`src/rtl/json_string_unescape_defines.svh`:
```
// ----------------------------------------------------------------------------
// json string unescape assertion macros
// shared property forms for the checks at the end of the top level
// ----------------------------------------------------------------------------
`ifndef JSON_STRING_UNESCAPE_DEFINES_SVH
`define JSON_STRING_UNESCAPE_DEFINES_SVH

// same-cycle implication, sampled on clk, off during reset
`define JSU_ASSERT_NOW(label, ante, cons) \
	label: assert property (@(posedge clk) disable iff (!arst_n) (ante) |-> (cons)) \
		else $error("json_string_unescape check failed");

// next-cycle implication, sampled on clk, off during reset
`define JSU_ASSERT_NEXT(label, ante, cons) \
	label: assert property (@(posedge clk) disable iff (!arst_n) (ante) |=> (cons)) \
		else $error("json_string_unescape check failed");

`endif

```
`src/rtl/jsu_pkg.sv`:
```
// ----------------------------------------------------------------------------
// jsu_pkg
// codes, character constants and types shared by the string unescape block
// ----------------------------------------------------------------------------
package jsu_pkg;

	// parser phase codes
	localparam logic [3:0] PH_IDLE = 4'd0;
	localparam logic [3:0] PH_NU   = 4'd1;
	localparam logic [3:0] PH_NL1  = 4'd2;
	localparam logic [3:0] PH_NL2  = 4'd3;
	localparam logic [3:0] PH_STR  = 4'd4;
	localparam logic [3:0] PH_ESC  = 4'd5;
	localparam logic [3:0] PH_HEX  = 4'd6;

	// result kinds
	localparam logic [1:0] KIND_CHAR = 2'd0;
	localparam logic [1:0] KIND_END  = 2'd1;
	localparam logic [1:0] KIND_NULL = 2'd2;
	localparam logic [1:0] KIND_ERR  = 2'd3;

	// input characters
	localparam logic [7:0] CH_QUOTE  = 8'h22;
	localparam logic [7:0] CH_BSLASH = 8'h5C;
	localparam logic [7:0] CH_SLASH  = 8'h2F;
	localparam logic [7:0] CH_LC_B   = 8'h62;
	localparam logic [7:0] CH_LC_F   = 8'h66;
	localparam logic [7:0] CH_LC_L   = 8'h6C;
	localparam logic [7:0] CH_LC_N   = 8'h6E;
	localparam logic [7:0] CH_LC_R   = 8'h72;
	localparam logic [7:0] CH_LC_T   = 8'h74;
	localparam logic [7:0] CH_LC_U   = 8'h75;
	localparam logic [7:0] CH_DIG_0  = 8'h30;
	localparam logic [7:0] CH_DIG_9  = 8'h39;
	localparam logic [7:0] CH_UC_A   = 8'h41;
	localparam logic [7:0] CH_UC_F   = 8'h46;
	localparam logic [7:0] CH_LC_A   = 8'h61;

	// control codes produced by escapes
	localparam logic [7:0] CC_BS  = 8'h08;
	localparam logic [7:0] CC_TAB = 8'h09;
	localparam logic [7:0] CC_LF  = 8'h0A;
	localparam logic [7:0] CC_FF  = 8'h0C;
	localparam logic [7:0] CC_CR  = 8'h0D;

	// one parse step outcome
	typedef struct packed {
		logic       valid;
		logic [7:0] ch;
		logic [1:0] kind;
	} result_t;

	// {ok, nibble} for one hex digit
	function automatic logic [4:0] hex_digit(input logic [7:0] c);
		logic [7:0] d;
		logic [4:0] r;
		r = 5'd0;
		if (c >= CH_DIG_0 && c <= CH_DIG_9) begin
			d = c - CH_DIG_0;
			r = {1'b1, d[3:0]};
		end else if (c >= CH_UC_A && c <= CH_UC_F) begin
			d = c - CH_UC_A + 8'd10;
			r = {1'b1, d[3:0]};
		end else if (c >= CH_LC_A && c <= CH_LC_F) begin
			d = c - CH_LC_A + 8'd10;
			r = {1'b1, d[3:0]};
		end
		return r;
	endfunction

endpackage

```
`src/rtl/jsu_parser.sv`:
```
// ----------------------------------------------------------------------------
// jsu_parser
// per-byte state machine: null literal, quoted string, escapes and \u digits
// ----------------------------------------------------------------------------
module jsu_parser (
	input  logic             clk,
	input  logic             arst_n,
	input  logic             step,
	input  logic [7:0]       cur_byte,
	output jsu_pkg::result_t res
);
	import jsu_pkg::*;

	logic [3:0]  phase_q;
	logic [15:0] hex_accum_q;
	logic [1:0]  hex_count_q;

	logic [3:0]  phase_d;
	logic [15:0] hex_accum_d;
	logic [1:0]  hex_count_d;
	logic [4:0]  hex;
	logic [15:0] hex_shift;

	assign hex       = hex_digit(cur_byte);
	assign hex_shift = {hex_accum_q[11:0], hex[3:0]};

	always_comb begin
		phase_d     = phase_q;
		hex_accum_d = hex_accum_q;
		hex_count_d = hex_count_q;
		res         = '{valid: 1'b0, ch: 8'd0, kind: KIND_CHAR};
		unique case (phase_q)
			PH_NU: begin
				if (cur_byte == CH_LC_U) begin
					phase_d = PH_NL1;
				end else begin
					res = '{valid: 1'b1, ch: 8'd0, kind: KIND_ERR};
				end
			end
			PH_NL1: begin
				if (cur_byte == CH_LC_L) begin
					phase_d = PH_NL2;
				end else begin
					res = '{valid: 1'b1, ch: 8'd0, kind: KIND_ERR};
				end
			end
			PH_NL2: begin
				if (cur_byte == CH_LC_L) begin
					res = '{valid: 1'b1, ch: 8'd0, kind: KIND_NULL};
				end else begin
					res = '{valid: 1'b1, ch: 8'd0, kind: KIND_ERR};
				end
			end
			PH_STR: begin
				priority if (cur_byte == CH_QUOTE) begin
					res = '{valid: 1'b1, ch: 8'd0, kind: KIND_END};
				end else if (cur_byte == CH_BSLASH) begin
					phase_d = PH_ESC;
				end else begin
					res = '{valid: 1'b1, ch: cur_byte, kind: KIND_CHAR};
				end
			end
			PH_ESC: begin
				phase_d = PH_STR;
				unique case (cur_byte)
					CH_QUOTE, CH_BSLASH, CH_SLASH:
						res = '{valid: 1'b1, ch: cur_byte, kind: KIND_CHAR};
					CH_LC_B: res = '{valid: 1'b1, ch: CC_BS, kind: KIND_CHAR};
					CH_LC_F: res = '{valid: 1'b1, ch: CC_FF, kind: KIND_CHAR};
					CH_LC_N: res = '{valid: 1'b1, ch: CC_LF, kind: KIND_CHAR};
					CH_LC_R: res = '{valid: 1'b1, ch: CC_CR, kind: KIND_CHAR};
					CH_LC_T: res = '{valid: 1'b1, ch: CC_TAB, kind: KIND_CHAR};
					CH_LC_U: begin
						phase_d     = PH_HEX;
						hex_accum_d = 16'd0;
						hex_count_d = 2'd0;
					end
					default: res = '{valid: 1'b1, ch: 8'd0, kind: KIND_ERR};
				endcase
			end
			PH_HEX: begin
				if (!hex[4]) begin
					res = '{valid: 1'b1, ch: 8'd0, kind: KIND_ERR};
				end else begin
					hex_accum_d = hex_shift;
					hex_count_d = hex_count_q + 2'd1;
					// fourth digit: only the low byte of the code unit goes out
					if (hex_count_q == 2'd3) begin
						phase_d = PH_STR;
						res     = '{valid: 1'b1, ch: hex_shift[7:0], kind: KIND_CHAR};
					end
				end
			end
			default: begin
				// idle and unused codes
				priority if (cur_byte == CH_LC_N) begin
					phase_d = PH_NU;
				end else if (cur_byte == CH_QUOTE) begin
					phase_d = PH_STR;
				end else begin
					phase_d = PH_IDLE;
					res     = '{valid: 1'b1, ch: 8'd0, kind: KIND_ERR};
				end
			end
		endcase
		// any end or error result drops back to idle
		if (res.valid && res.kind != KIND_CHAR) begin
			phase_d = PH_IDLE;
		end
	end

	always_ff @(posedge clk or negedge arst_n) begin
		if (!arst_n) begin
			phase_q     <= PH_IDLE;
			hex_accum_q <= 16'd0;
			hex_count_q <= 2'd0;
		end else if (step) begin
			phase_q     <= phase_d;
			hex_accum_q <= hex_accum_d;
			hex_count_q <= hex_count_d;
		end
	end

endmodule

```
`src/rtl/json_string_unescape.sv`:
```
// ----------------------------------------------------------------------------
// json_string_unescape
// byte-serial decoder for one JSON string value or the literal null
// ----------------------------------------------------------------------------
// Input channel: one raw byte per beat on in_byte (in_valid / in_stall).
// Output channel: zero or one result per input byte on out_char, kind and
// last (out_valid / out_stall). kind is character, string end, null accepted
// or syntax error; last marks the three ending kinds. After an end or an
// error the parser is idle and waits for the next value start.
// Order: a byte is held in the input register, then its result is loaded
// into the result register.
// Throughput: one byte per cycle unless out_stall holds a result; the parser
// state is updated as the byte leaves the input register for the result register.
// When out_stall is held the result register keeps its beat, the stage behind
// it fills, and in_stall rises while a byte waits in the input register.
// Bytes that produce no result (quote, backslash, hex digits, n u l) also
// wait for the result register to be free before they move on.
// Reset (arst_n low) empties both registers and returns the parser to idle.
// ----------------------------------------------------------------------------
`include "json_string_unescape_defines.svh"

module json_string_unescape (
	input  logic       clk,
	input  logic       arst_n,
	input  logic       in_valid,
	output logic       in_stall,
	input  logic [7:0] in_byte,
	output logic       out_valid,
	input  logic       out_stall,
	output logic [7:0] out_char,
	output logic [1:0] kind,
	output logic       last
);
	import jsu_pkg::*;

	logic       in_valid_s1;
	logic [7:0] in_byte_s1;
	logic       out_valid_q;
	logic [7:0] out_char_q;
	logic [1:0] kind_q;
	logic       last_q;
	logic       out_free;
	logic       advance;
	result_t    res;

	assign out_free = !out_valid_q || !out_stall;
	assign advance  = in_valid_s1 && out_free;
	assign in_stall = in_valid_s1 && !out_free;

	jsu_parser u_parser (
		.clk      (clk),
		.arst_n   (arst_n),
		.step     (advance),
		.cur_byte (in_byte_s1),
		.res      (res)
	);

	always_ff @(posedge clk or negedge arst_n) begin
		if (!arst_n) begin
			in_valid_s1 <= 1'b0;
			out_valid_q <= 1'b0;
		end else begin
			if (!in_stall) begin
				in_valid_s1 <= in_valid;
			end
			if (out_free) begin
				out_valid_q <= advance && res.valid;
			end
		end
	end

	always_ff @(posedge clk) begin
		if (!in_stall && in_valid) begin
			in_byte_s1 <= in_byte;
		end
		if (out_free && advance && res.valid) begin
			out_char_q <= res.ch;
			kind_q     <= res.kind;
			last_q     <= (res.kind != KIND_CHAR);
		end
	end

	assign out_valid = out_valid_q;
	assign out_char  = out_char_q;
	assign kind      = kind_q;
	assign last      = last_q;

	`JSU_ASSERT_NOW(a_end_beat_fields, out_valid && kind != KIND_CHAR, last && out_char == 8'd0)
	`JSU_ASSERT_NOW(a_char_not_last, out_valid && kind == KIND_CHAR, !last)
	`JSU_ASSERT_NOW(a_stall_only_when_held, in_stall, in_valid_s1 && out_valid && out_stall)
	`JSU_ASSERT_NEXT(a_taken_beat_leaves, out_valid && !out_stall && !in_valid_s1, !out_valid)

endmodule
```
`config.mk`:
```
export PLATFORM = sky130hd
export DESIGN_NAME = json_string_unescape
export DESIGN_NICKNAME = d
export VERILOG_FILES = /design/src/rtl/jsu_pkg.sv /design/src/rtl/jsu_parser.sv /design/src/rtl/json_string_unescape.sv
export VERILOG_INCLUDE_DIRS = /design/src /design/src/rtl
export SDC_FILE = /design/constraint.sdc
export NUM_CORES = 1
export LEC_CHECK = 0
export BUFFER_PORTS_ARGS = -buffer_cell sky130_fd_sc_hd__buf_2
export CORE_ASPECT_RATIO = 0.7
export CORE_MARGIN = 8
export CORE_UTILIZATION = 34
export DETAILED_ROUTE_END_ITERATION = 6
export PLACE_DENSITY = 0.49
export SYNTH_ARGS = -nofsm -noshare
export SYNTH_HDL_FRONTEND = slang
export SYNTH_SLANG_ARGS = --single-unit
```
`constraint.sdc`:
```
create_clock -name clk -period 5.48 [get_ports clk]
set_input_delay 0.822 -clock clk [delete_from_list [all_inputs] [get_ports clk]]
set_output_delay 0.822 -clock clk [all_outputs]
set_load 0.05 [all_outputs]
```
Yosys cells after proc, flatten, opt, wreduce, memory -nomap -nowiden
Index checks and enable logic that the tools add are counted.
{"block": "word_totals", "word_cells": 98, "out_inout_bits": 13, "register_bits": 31, "input_bits": 12}
{"block": "classes", "eq_ne": 26, "n_addsub": 6, "magnitude_cmp": 6, "mux": 31, "n_reduce_logical": 20}
{"operator": "11-bit two-way mux", "count": 8}
{"operator": "11-bit case mux with 7 select lines", "count": 1}
{"operator": "11-bit case mux with 6 select lines", "count": 1}
{"operator": "8-bit by 7-bit equality test with 1-bit output, second input constant", "count": 8}
{"operator": "4-bit two-way mux", "count": 10}
{"operator": "4-bit case mux with 6 select lines", "count": 1}
{"operator": "8-bit by 6-bit equality test with 1-bit output, second input constant", "count": 2}
{"operator": "8-bit by 7-bit greater-or-equal comparator with 1-bit output, second input constant", "count": 2}
{"operator": "8-bit by 7-bit less-or-equal comparator with 1-bit output, second input constant", "count": 2}
{"operator": "5-bit two-way mux", "count": 3}
{"operator": "3-bit by 1-bit != test with 1-bit output, second input constant", "count": 5}
{"operator": "4-bit by 3-bit equality test with 1-bit output, second input constant", "count": 3}
{"operator": "4-bit by 1-bit subtractor with 4-bit output, second input constant", "count": 3}
{"operator": "1-bit logical AND", "count": 10}
{"operator": "4-bit adder, second input constant", "count": 2}
{"operator": "4-bit by 2-bit equality test with 1-bit output, second input constant", "count": 2}
{"operator": "8-bit by 6-bit greater-or-equal comparator with 1-bit output, second input constant", "count": 1}
{"operator": "8-bit by 6-bit less-or-equal comparator with 1-bit output, second input constant", "count": 1}
{"operator": "4-bit case mux with 2 select lines", "count": 1}
{"operator": "8-bit AND reduction", "count": 1}
{"operator": "2-bit two-way mux", "count": 3}
{"operator": "2-bit by 1-bit != test with 1-bit output, second input constant", "count": 3}
{"operator": "4-bit by 1-bit equality test with 1-bit output, second input constant", "count": 1}
{"operator": "1-bit logical NOT", "count": 4}
{"operator": "10 further kinds", "count": 11}

Logic depth before layout (Yosys ltp)
Gate-level depths: netlist of run 1.
{"block": "logic_depth", "depth_word": 12, "depth_mapped": 8, "ltp_nobuf": 7}

Cells and area by module
A second synthesis of run 1 with hierarchy kept.
{"block": "hier_totals", "cells_unflattened": 185, "hier_area_um2": 1973.1}
{"module": "jsu_parser", "cells_each": 154, "seq_area_each_um2": 225.2, "area_per_inst_um2": 1297.5, "n_inst": 1}
{"module": "json_string_unescape", "cells_each": 31, "seq_area_each_um2": 620.6, "area_per_inst_um2": 675.6, "n_inst": 1}

Worst setup path after synthesis of run 1
Ideal clock, no wire load.
{"block": "synth_path", "kind": "reg2reg", "startpoint": "register in_byte_s1[0]", "endpoint": "register kind_q[0] (netlist: kind[0]) (enable)", "synth_period_minus_slack_ns": 2.618, "t_arrival_ns": 2.262, "setup_time_ns": 0.356, "required_ns": 5.124, "n_path_buf": 0, "setup_slack_ns": 2.862, "stages_incl_launch_ff": 8, "path_cell_list": "edfxtp_1 > inv_1 > ha_1 > o21bai_1 > a2111oi_2 > o21ai_0 > a21oi_1 > a31oi_1"}
{"block": "synth_via", "elab_chain_len": 8, "word_cells_on_any_way": 33, "cone_classes": "6 x order compare; 10 x eq/ne; 12 x mux; 5 x reduce/logical"}
{"item": "from (decl)", "line_no": "json_string_unescape.sv:37", "rtl": "logic [7:0] in_byte_s1;"}
{"item": "from (signal assigned)", "line_no": "json_string_unescape.sv:74", "rtl": "in_byte_s1 <= in_byte;"}
{"item": "8-bit by 7-bit greater-or-equal comparator with 1-bit output or 8-bit by 7-bit less-or-equal comparator with 1-bit output (tied branches)", "line_no": "jsu_pkg.sv:64", "rtl": "end else if (c >= CH_LC_A && c <= CH_LC_F) begin"}
{"item": "1-bit logical AND", "line_no": "jsu_pkg.sv:64"}
{"item": "5-bit two-way mux", "line_no": "jsu_pkg.sv:64"}
{"item": "5-bit two-way mux", "line_no": "jsu_pkg.sv:61", "rtl": "end else if (c >= CH_UC_A && c <= CH_UC_F) begin"}
{"item": "5-bit two-way mux", "line_no": "jsu_pkg.sv:58", "rtl": "if (c >= CH_DIG_0 && c <= CH_DIG_9) begin"}
{"item": "11-bit two-way mux", "line_no": "jsu_parser.sv:82", "rtl": "if (!hex[4]) begin"}
{"item": "11-bit case mux with 6 select lines *", "line_no": "jsu_parser.sv:32", "rtl": "unique case (phase_q)"}
{"item": "1-bit logical AND *", "line_no": "json_string_unescape.sv:76", "rtl": "if (out_free && advance && res.valid) begin"}
{"item": "to (signal assigned)", "line_no": "json_string_unescape.sv:78", "rtl": "kind_q <= res.kind;"}
{"item": "to (decl)", "line_no": "json_string_unescape.sv:40", "rtl": "logic [1:0] kind_q;"}
Mark *: on every way between the ends. The rest lies on a longest branch, timed or not.
A chain may end at the register's enable or synchronous reset.

Final worst setup path of run 1
{"block": "layout_path", "startpoint": "register in_byte_s1[1]", "endpoint": "register out_char_q[7] (netlist: out_char[7]) (enable)"}
{"block": "layout_via", "elab_chain_len": 8, "word_cells_on_any_way": 33, "cone_classes": "6 x order compare; 10 x eq/ne; 12 x mux; 5 x reduce/logical"}
{"item": "8-bit by 7-bit greater-or-equal comparator with 1-bit output or 8-bit by 7-bit less-or-equal comparator with 1-bit output (tied branches)", "line_no": "jsu_pkg.sv:64"}
{"item": "1-bit logical AND", "line_no": "jsu_pkg.sv:64"}
{"item": "5-bit two-way mux", "line_no": "jsu_pkg.sv:64"}
{"item": "5-bit two-way mux", "line_no": "jsu_pkg.sv:61"}
{"item": "5-bit two-way mux", "line_no": "jsu_pkg.sv:58"}
{"item": "11-bit two-way mux", "line_no": "jsu_parser.sv:82"}
{"item": "11-bit case mux with 6 select lines *", "line_no": "jsu_parser.sv:32"}
{"item": "1-bit logical AND *", "line_no": "json_string_unescape.sv:76"}
{"item": "to (signal assigned)", "line_no": "json_string_unescape.sv:77", "rtl": "out_char_q <= res.ch;"}
{"item": "to (decl)", "line_no": "json_string_unescape.sv:39", "rtl": "logic [7:0] out_char_q;"}
Marks and branches as above.

==> qor.yml, run 1 <==
worst_setup_path:
  arrival_ns: 2.89
  cp_slowest_stage_delay_ns: 0.86
  worst_path_max_delay_cell: "a2111oi_2"
  path_cells: "inv_1, ha_1, o21bai_1, a2111oi_2, o21ai_0, a21oi_1, a31oi_1, buf_4"
  cp_top_family: "compound AO/OA/AOI/OAI gates"
  critPathMaxFanout: 11
  required_ns: 5.51
  worstSetupPathType: "flop to flop"
  cp_num_buf_inv: 2
  rrSetupSlack_ns: 2.63
  end_kind: "flop"
  start_kind: "flop"
timing:
  slew_violations: 0
  max_freq_ghz: 0.351
  setup_viol: 0
  timing.final.crit_share: 0.520
  fin_setup_tns_ns: 0
  post-route-min-period_ns: 2.85
  fin_skew_ns: 0.00710
  hold_viol_final: 0
  setup_ws_ns: 2.63
  tightest_slew_ns: 0.909
  relSlewSlack: 0.393
  grt_setup_unrepaired: "no"
  holdWs_ns: 0.401
clock_network:
  clock_sinks: 30
  worstSkewPairLatency_ns: 0.29
  cts-root-buf: "clkbuf_8"
  htree_num_levels: 2
  clk_path_buf_depth: 2
  hold_buffers: 0
  cts_buffers: 5
  post-cts-setup-buffers: 0
  ctsResizeCount: 0
  cts_tree: "built"
  clk_pin_slew_ns: 0.07
route:
  drc: 0
  wl_mm: 4.94
  ant_nets: 0
  avgRoutedWirePerCell_microns: 16.5
  viasPerCell: 5.35
  vias: 1606
  dr.pass1.iters: 4
  drt_iter0_markers: 105
synth:
  netlist_area_sq_mm: 0.00197
  avgSynthCellArea_sq_um: 9.80
  synth-edff-count: 19
  syn_nets: 219
  synth-seq-area-share: 0.429
  yosys_warnings: 0
  postSynthCellCount: 201
  synth_seq_cells: 30
  ys_types: 57
  async_flop_share: 0.367
  synthFlopType: "edfxtp_1"
global_routing:
  gr-total-overflow: 0
  grtUsageTotal: 0.124
  grt_pass1_wl_mm: 8.41
  grt_max_degree: 19
  antenna_found_initial: 0
  grt_pass1_vias: 1624
power:
  powerDensity_mw_per_mm2: 240
  power_leakage_nw: 0.859
  peakVddDrop_mv: 0.0887
die:
  io_pins: 25
  die_h_microns: 79.7
  fp.dieW_microns: 107
  start_util: 0.347
  core_sq_mm: 0.00567
  rows: 23
  dieArea_sq_mm: 0.00852
final_layout:
  drive_above_1_share: 0.209
  antenna_cells: 0
  syn2layout_area_growth_pct: 13.9
  final_common_cell: "buf_2"
  nets: 242
  layout_common_cells: "24 x buf_2, 19 x edfxtp_1, 17 x nand2_1, 14 x o21ai_0"
  fill_cells: 581
place:
  preCtsSetupSlack_ns: 2.63
  numPortBuffers: 24
  dp_hpwl_mm: 3.76
  routabilityCongestion: 0.911
job:
  maxCapViolCount: 0
hold_path:
  hold_path.class: "primary input to asynchronous set/reset pin"
status:
  outcome: "finished, final reports clean"
-- path summary, 6_finish.rpt --
path,cells past startpoint,end,startpoint
worst min-delay path,1,u_parser.hex_accum_q[2],arst_n
worst max-delay path,8,out_char[7],in_byte_s1[1]
worst min register to register,1,u_parser.hex_count_q[0],u_parser.hex_count_q[0]
min in group clk,1,u_parser.hex_count_q[0],u_parser.hex_count_q[0]
worst max register to register,8,out_char[7],in_byte_s1[1]
max in group asynchronous,1,u_parser.hex_count_q[0],arst_n
-- cell families after synthesis --
kind of cell             after synthesis  synth area share
flip-flops                            30             0.429
multiplexers                           5            0.0305
AND/OR/NAND/NOR                       79             0.220
adder cells (fa/ha/maj)                6            0.0381
AO/OA/AOI/OAI                         58             0.224
buffers and inverters                 20            0.0445
XOR/XNOR                               3            0.0133
-- synthesized netlist by cell type, types with 3 or more instances --
cell type	number	area, sq um
o211ai_1	3	22.5
mux2i_1	3	30.0
nor2_1	11	41.3
nand3_1	10	50.1
clkbuf_1	4	15.0
buf_2	4	20.0
nor3b_1	3	22.5
nand2_1	17	63.8
a21oi_1	7	35.0
o21ai_0	14	70.1
o31ai_1	3	22.5
nor3_1	5	25.0
and3_1	4	25.0
or3_1	4	25.0
a211oi_1	3	22.5
and2_1	4	25.0
a31oi_1	4	25.0
inv_1	10	37.5
dfrtp_1	11	275
nor2b_1	5	31.3
a22o_1	3	26.3
edfxtp_1	19	571
ha_1	6	75.1
-- flip-flops by register name, indices dropped and copies added, names as in the netlist --
signal                flops
in_byte_s1                8
out_char                  8
u_parser.hex_accum_q      4
u_parser.phase_q          3
kind                      2
u_parser.hex_count_q      2
in_valid_s1               1
last                      1
out_valid                 1
-- per-layer routing --
layer  wire length, microns  global-route usage  vias to the layer above
met3                    309              0.0387                        5
met1                   2690               0.183                      758
met5                      0                   0                        -
met2                   1900               0.166                       41
met4                     32              0.0308                        0
li1                       -                   -                      802
-- worst register-to-register path, delay by kind of cell, from the launching register on --
| family | cells | cell delay [ns] |
|---|---|---|
| adder cells (fa/ha/maj) | 1 | 0.21 |
| flip-flops | 1 | 0.50 |
| AO/OA/AOI/OAI | 5 | 1.54 |
| buffers and inverters | 2 | 0.35 |
-- per-stage QoR --
| step | total power [mW] | cell area [sq um] | util | cells |
|---|---|---|---|---|
| after global routing | 0.568 | 2240 | 0.396 | 300 |
| final | 0.539 | 2240 | 0.396 | 300 |
| after detailed placement | 0.355 | 2150 | 0.379 | 292 |
| after floorplan | 0.330 | 1970 | - | 201 |
| after global placement | 0.355 | 2150 | 0.379 | 292 |
| after CTS | 0.546 | 2240 | 0.396 | 300 |
-- area by class of cell --
cell class	instances	area [sq um]	area share
inverter	10	37.5	0.0167
sequential	30	846	0.377
tap	75	93.8	0.0418
clock buffer	6	82.6	0.0368
clock inverter	2	12.5	0.00558
multi-input combinational	151	1040	0.462
timing repair buffer	26	135	0.0602
-- power by group --
group	switching (mW)	leakage [nW]	internal [mW]	total, mW
registers	0.0151	0.308	0.257	0.272
logic	0.0535	0.503	0.0239	0.0774
clock network	0.0881	0.0472	0.101	0.189
total	0.157	0.859	0.382	0.539
Note: power is estimated with default switching activity, not from simulation.
==> run 2, diff against run 1 <==
--- a/config.mk
+++ b/config.mk
@@ -11,7 +11,7 @@
 export CORE_MARGIN = 8
 export CORE_UTILIZATION = 34
 export DETAILED_ROUTE_END_ITERATION = 6
-export PLACE_DENSITY = 0.49
+export PLACE_DENSITY = 0.5
 export SYNTH_ARGS = -nofsm -noshare
 export SYNTH_HDL_FRONTEND = slang
 export SYNTH_SLANG_ARGS = --single-unit
==> constraint.sdc (replaced) <==
create_clock -name clk -period 2.5 [get_ports clk]
set_input_delay 0.375 -clock clk [delete_from_list [all_inputs] [get_ports clk]]
set_output_delay 0.375 -clock clk [all_outputs]
set_load 0.05 [all_outputs]
==> run 2 against run 1 <==
  * Worst setup slack got worse by 2.5 ns
  * Utilization rose by 1.9 points
  * Critical path type unchanged
  * Wire length rose by 4.2%
  * Non-clock buffer count rose by 14
  * Critical endpoint is now u_parser.hex_accum_q[1]
  * Flip-flop and latch count did not move
  * Fmax rose by 22%
  * Sequential share of layout area fell by 1.7 points
==> qor.yml, run 2 (synthesis results as in run 1) <==
status:
  outcome: "finished, final reports clean"
clock_network:
  ctsResizeCount: 0  # unchanged
  clock_sinks: 30  # unchanged
  htree_num_levels: 2  # unchanged
  cts-root-buf: "clkbuf_8"
  cts_tree: "built"
  clk_pin_slew_ns: 0.06  # about the same
  cts_buffers: 5  # unchanged
  worstSkewPairLatency_ns: 0.28  # about the same
  post-cts-setup-buffers: 0  # unchanged
  clk_path_buf_depth: 2  # unchanged
timing:
  grt_setup_unrepaired: "no"
  post-route-min-period_ns: 2.34  # -0.508 ns
  timing.final.crit_share: 0.938  # +0.417
  max_freq_ghz: 0.427  # +22%
  fin_setup_tns_ns: 0  # unchanged
  hold_viol_final: 0  # unchanged
  slew_violations: 0  # unchanged
  tightest_slew_ns: 0.485  # -0.423 ns
  setup_viol: 0  # unchanged
  fin_skew_ns: 0.00638  # -0.000719 ns
  relSlewSlack: 0.676  # +0.283
  setup_ws_ns: 0.156  # -2.47 ns
die:
  rows: 23  # unchanged
  die_h_microns: 79.7  # unchanged
  fp.dieW_microns: 107  # unchanged
  core_sq_mm: 0.00567  # unchanged
  start_util: 0.347  # unchanged
  io_pins: 25  # unchanged
  dieArea_sq_mm: 0.00852  # unchanged
route:
  avgRoutedWirePerCell_microns: 16.4  # -0.49%
  vias: 1681  # +4.7%
  drc: 0  # unchanged
  dr.pass1.iters: 4  # unchanged
  drt_iter0_markers: 114  # +8.6%
  viasPerCell: 5.35  # about the same
  wl_mm: 5.14  # +4.2%
  ant_nets: 0  # unchanged
power:
  p_total_mw: 1.16  # +110%
  powerDensity_mw_per_mm2: 492  # +100%
  peakVddDrop_mv: 0.204  # +130%
  power_leakage_nw: 0.919  # +7.1%
place:
  numPortBuffers: 24  # unchanged
  preCtsSetupSlack_ns: 0.133  # -2.50 ns
  dp_hpwl_mm: 3.97  # +5.4%
  routabilityCongestion: 0.885  # -2.9%
final_layout:
  syn2layout_area_growth_pct: 19.3
  drive_above_1_share: 0.238  # +0.0296
  layout_common_cells: "24 x buf_2, 19 x edfxtp_1, 17 x nand2_1, 15 x buf_4, 14 x o21ai_0"
  nets: 256  # +5.8%
  final_common_cell: "buf_2"
  antenna_cells: 0  # unchanged
global_routing:
  grt_pass1_wl_mm: 8.62  # +2.5%
  grt_pass1_vias: 1684  # +3.7%
  grtUsageTotal: 0.130  # +0.00584
  gr-total-overflow: 0  # unchanged
  antenna_found_initial: 0  # unchanged
  grt_max_degree: 18  # -1
hold_path:
  min_path_cells: 1
  hold_path.class: "primary input to flop"
worst_setup_path:
  r2r_cells: 7  # -1
  start_kind: "flop"
  required_ns: 2.67  # -2.84 ns
  arrival_ns: 2.51  # -0.38 ns
  critPathMaxFanout: 7  # -4
  worstSetupPathType: "flop to flop"
  end_kind: "flop"
job:
  maxCapViolCount: 0  # unchanged
[run 2: critical path, cell delays in order (launching register included)]
cell and delay (ns):
edfxtp_1 0.49, inv_1 0.15, ha_1 0.20, o21bai_1 0.13, a2111o_1 0.54, a21oi_4 0.22, o21a_4 0.20, mux2_4 0.30
[run 2: report_power, final]
group	leakage, nW	switching (mW)	internal (mW)
Combinational	0.571	0.134	0.0652
Clock	0.0399	0.177	0.193
Sequential	0.308	0.0223	0.564
[run 2: area by class of cell]
| cell class | count | area, sq um |
|---|---|---|
| Fill cell | 559 | 3320 |
| Timing Repair Buffer | 40 | 243 |
| Clock buffer | 7 | 76.3 |
| Inverter | 10 | 37.5 |
| Multi-Input combinational cell | 151 | 1050 |
| Tap cell | 75 | 93.8 |
| Sequential cell | 30 | 846 |
| Clock inverter | 1 | 3.75 |
[run 2: path summary, 6_finish.rpt]
check | from | to | slack, ns
worst max-delay path | in_byte_s1[1] | u_parser.hex_accum_q[1] | 0.16
worst min-delay path | in_byte[6] | in_byte_s1[6] | 0.26
worst max register to register | in_byte_s1[1] | u_parser.hex_accum_q[1] | 0.16
worst min register to register | u_parser.hex_count_q[0] | u_parser.hex_count_q[0] | 0.49
max in group asynchronous | arst_n | in_valid_s1 | 1.77
min in group asynchronous | arst_n | u_parser.hex_accum_q[2] | 0.50
[run 2: timing repair]
| action | 4_1_cts | 5_1_grt |
|---|---|---|
| hold buffers | 1 | 0 |
| endpoints found under the setup margin | 0 | 6 |
| hold endpoints to repair | 11 | 0 |
[run 2: per-layer routing]
layer,share of wire,GRT usage,vias to the layer above
met5,0,0,-
met3,0.075,0.0395,10
met2,0.41,0.183,63
li1,-,-,828
met4,0.014,0.0420,0
met1,0.51,0.183,780
[run 2: per-stage QoR]
step | utilization | cells | hold WS [ns] | area [sq um]
after global placement | 0.398 | 305 | 0.274 | 2260
after global routing | 0.414 | 314 | 0.256 | 2350
after CTS | 0.414 | 314 | 0.259 | 2350
final | 0.414 | 314 | 0.264 | 2350
after detailed placement | 0.398 | 305 | 0.275 | 2260
after floorplan | - | 201 | 0.0794 | 1980
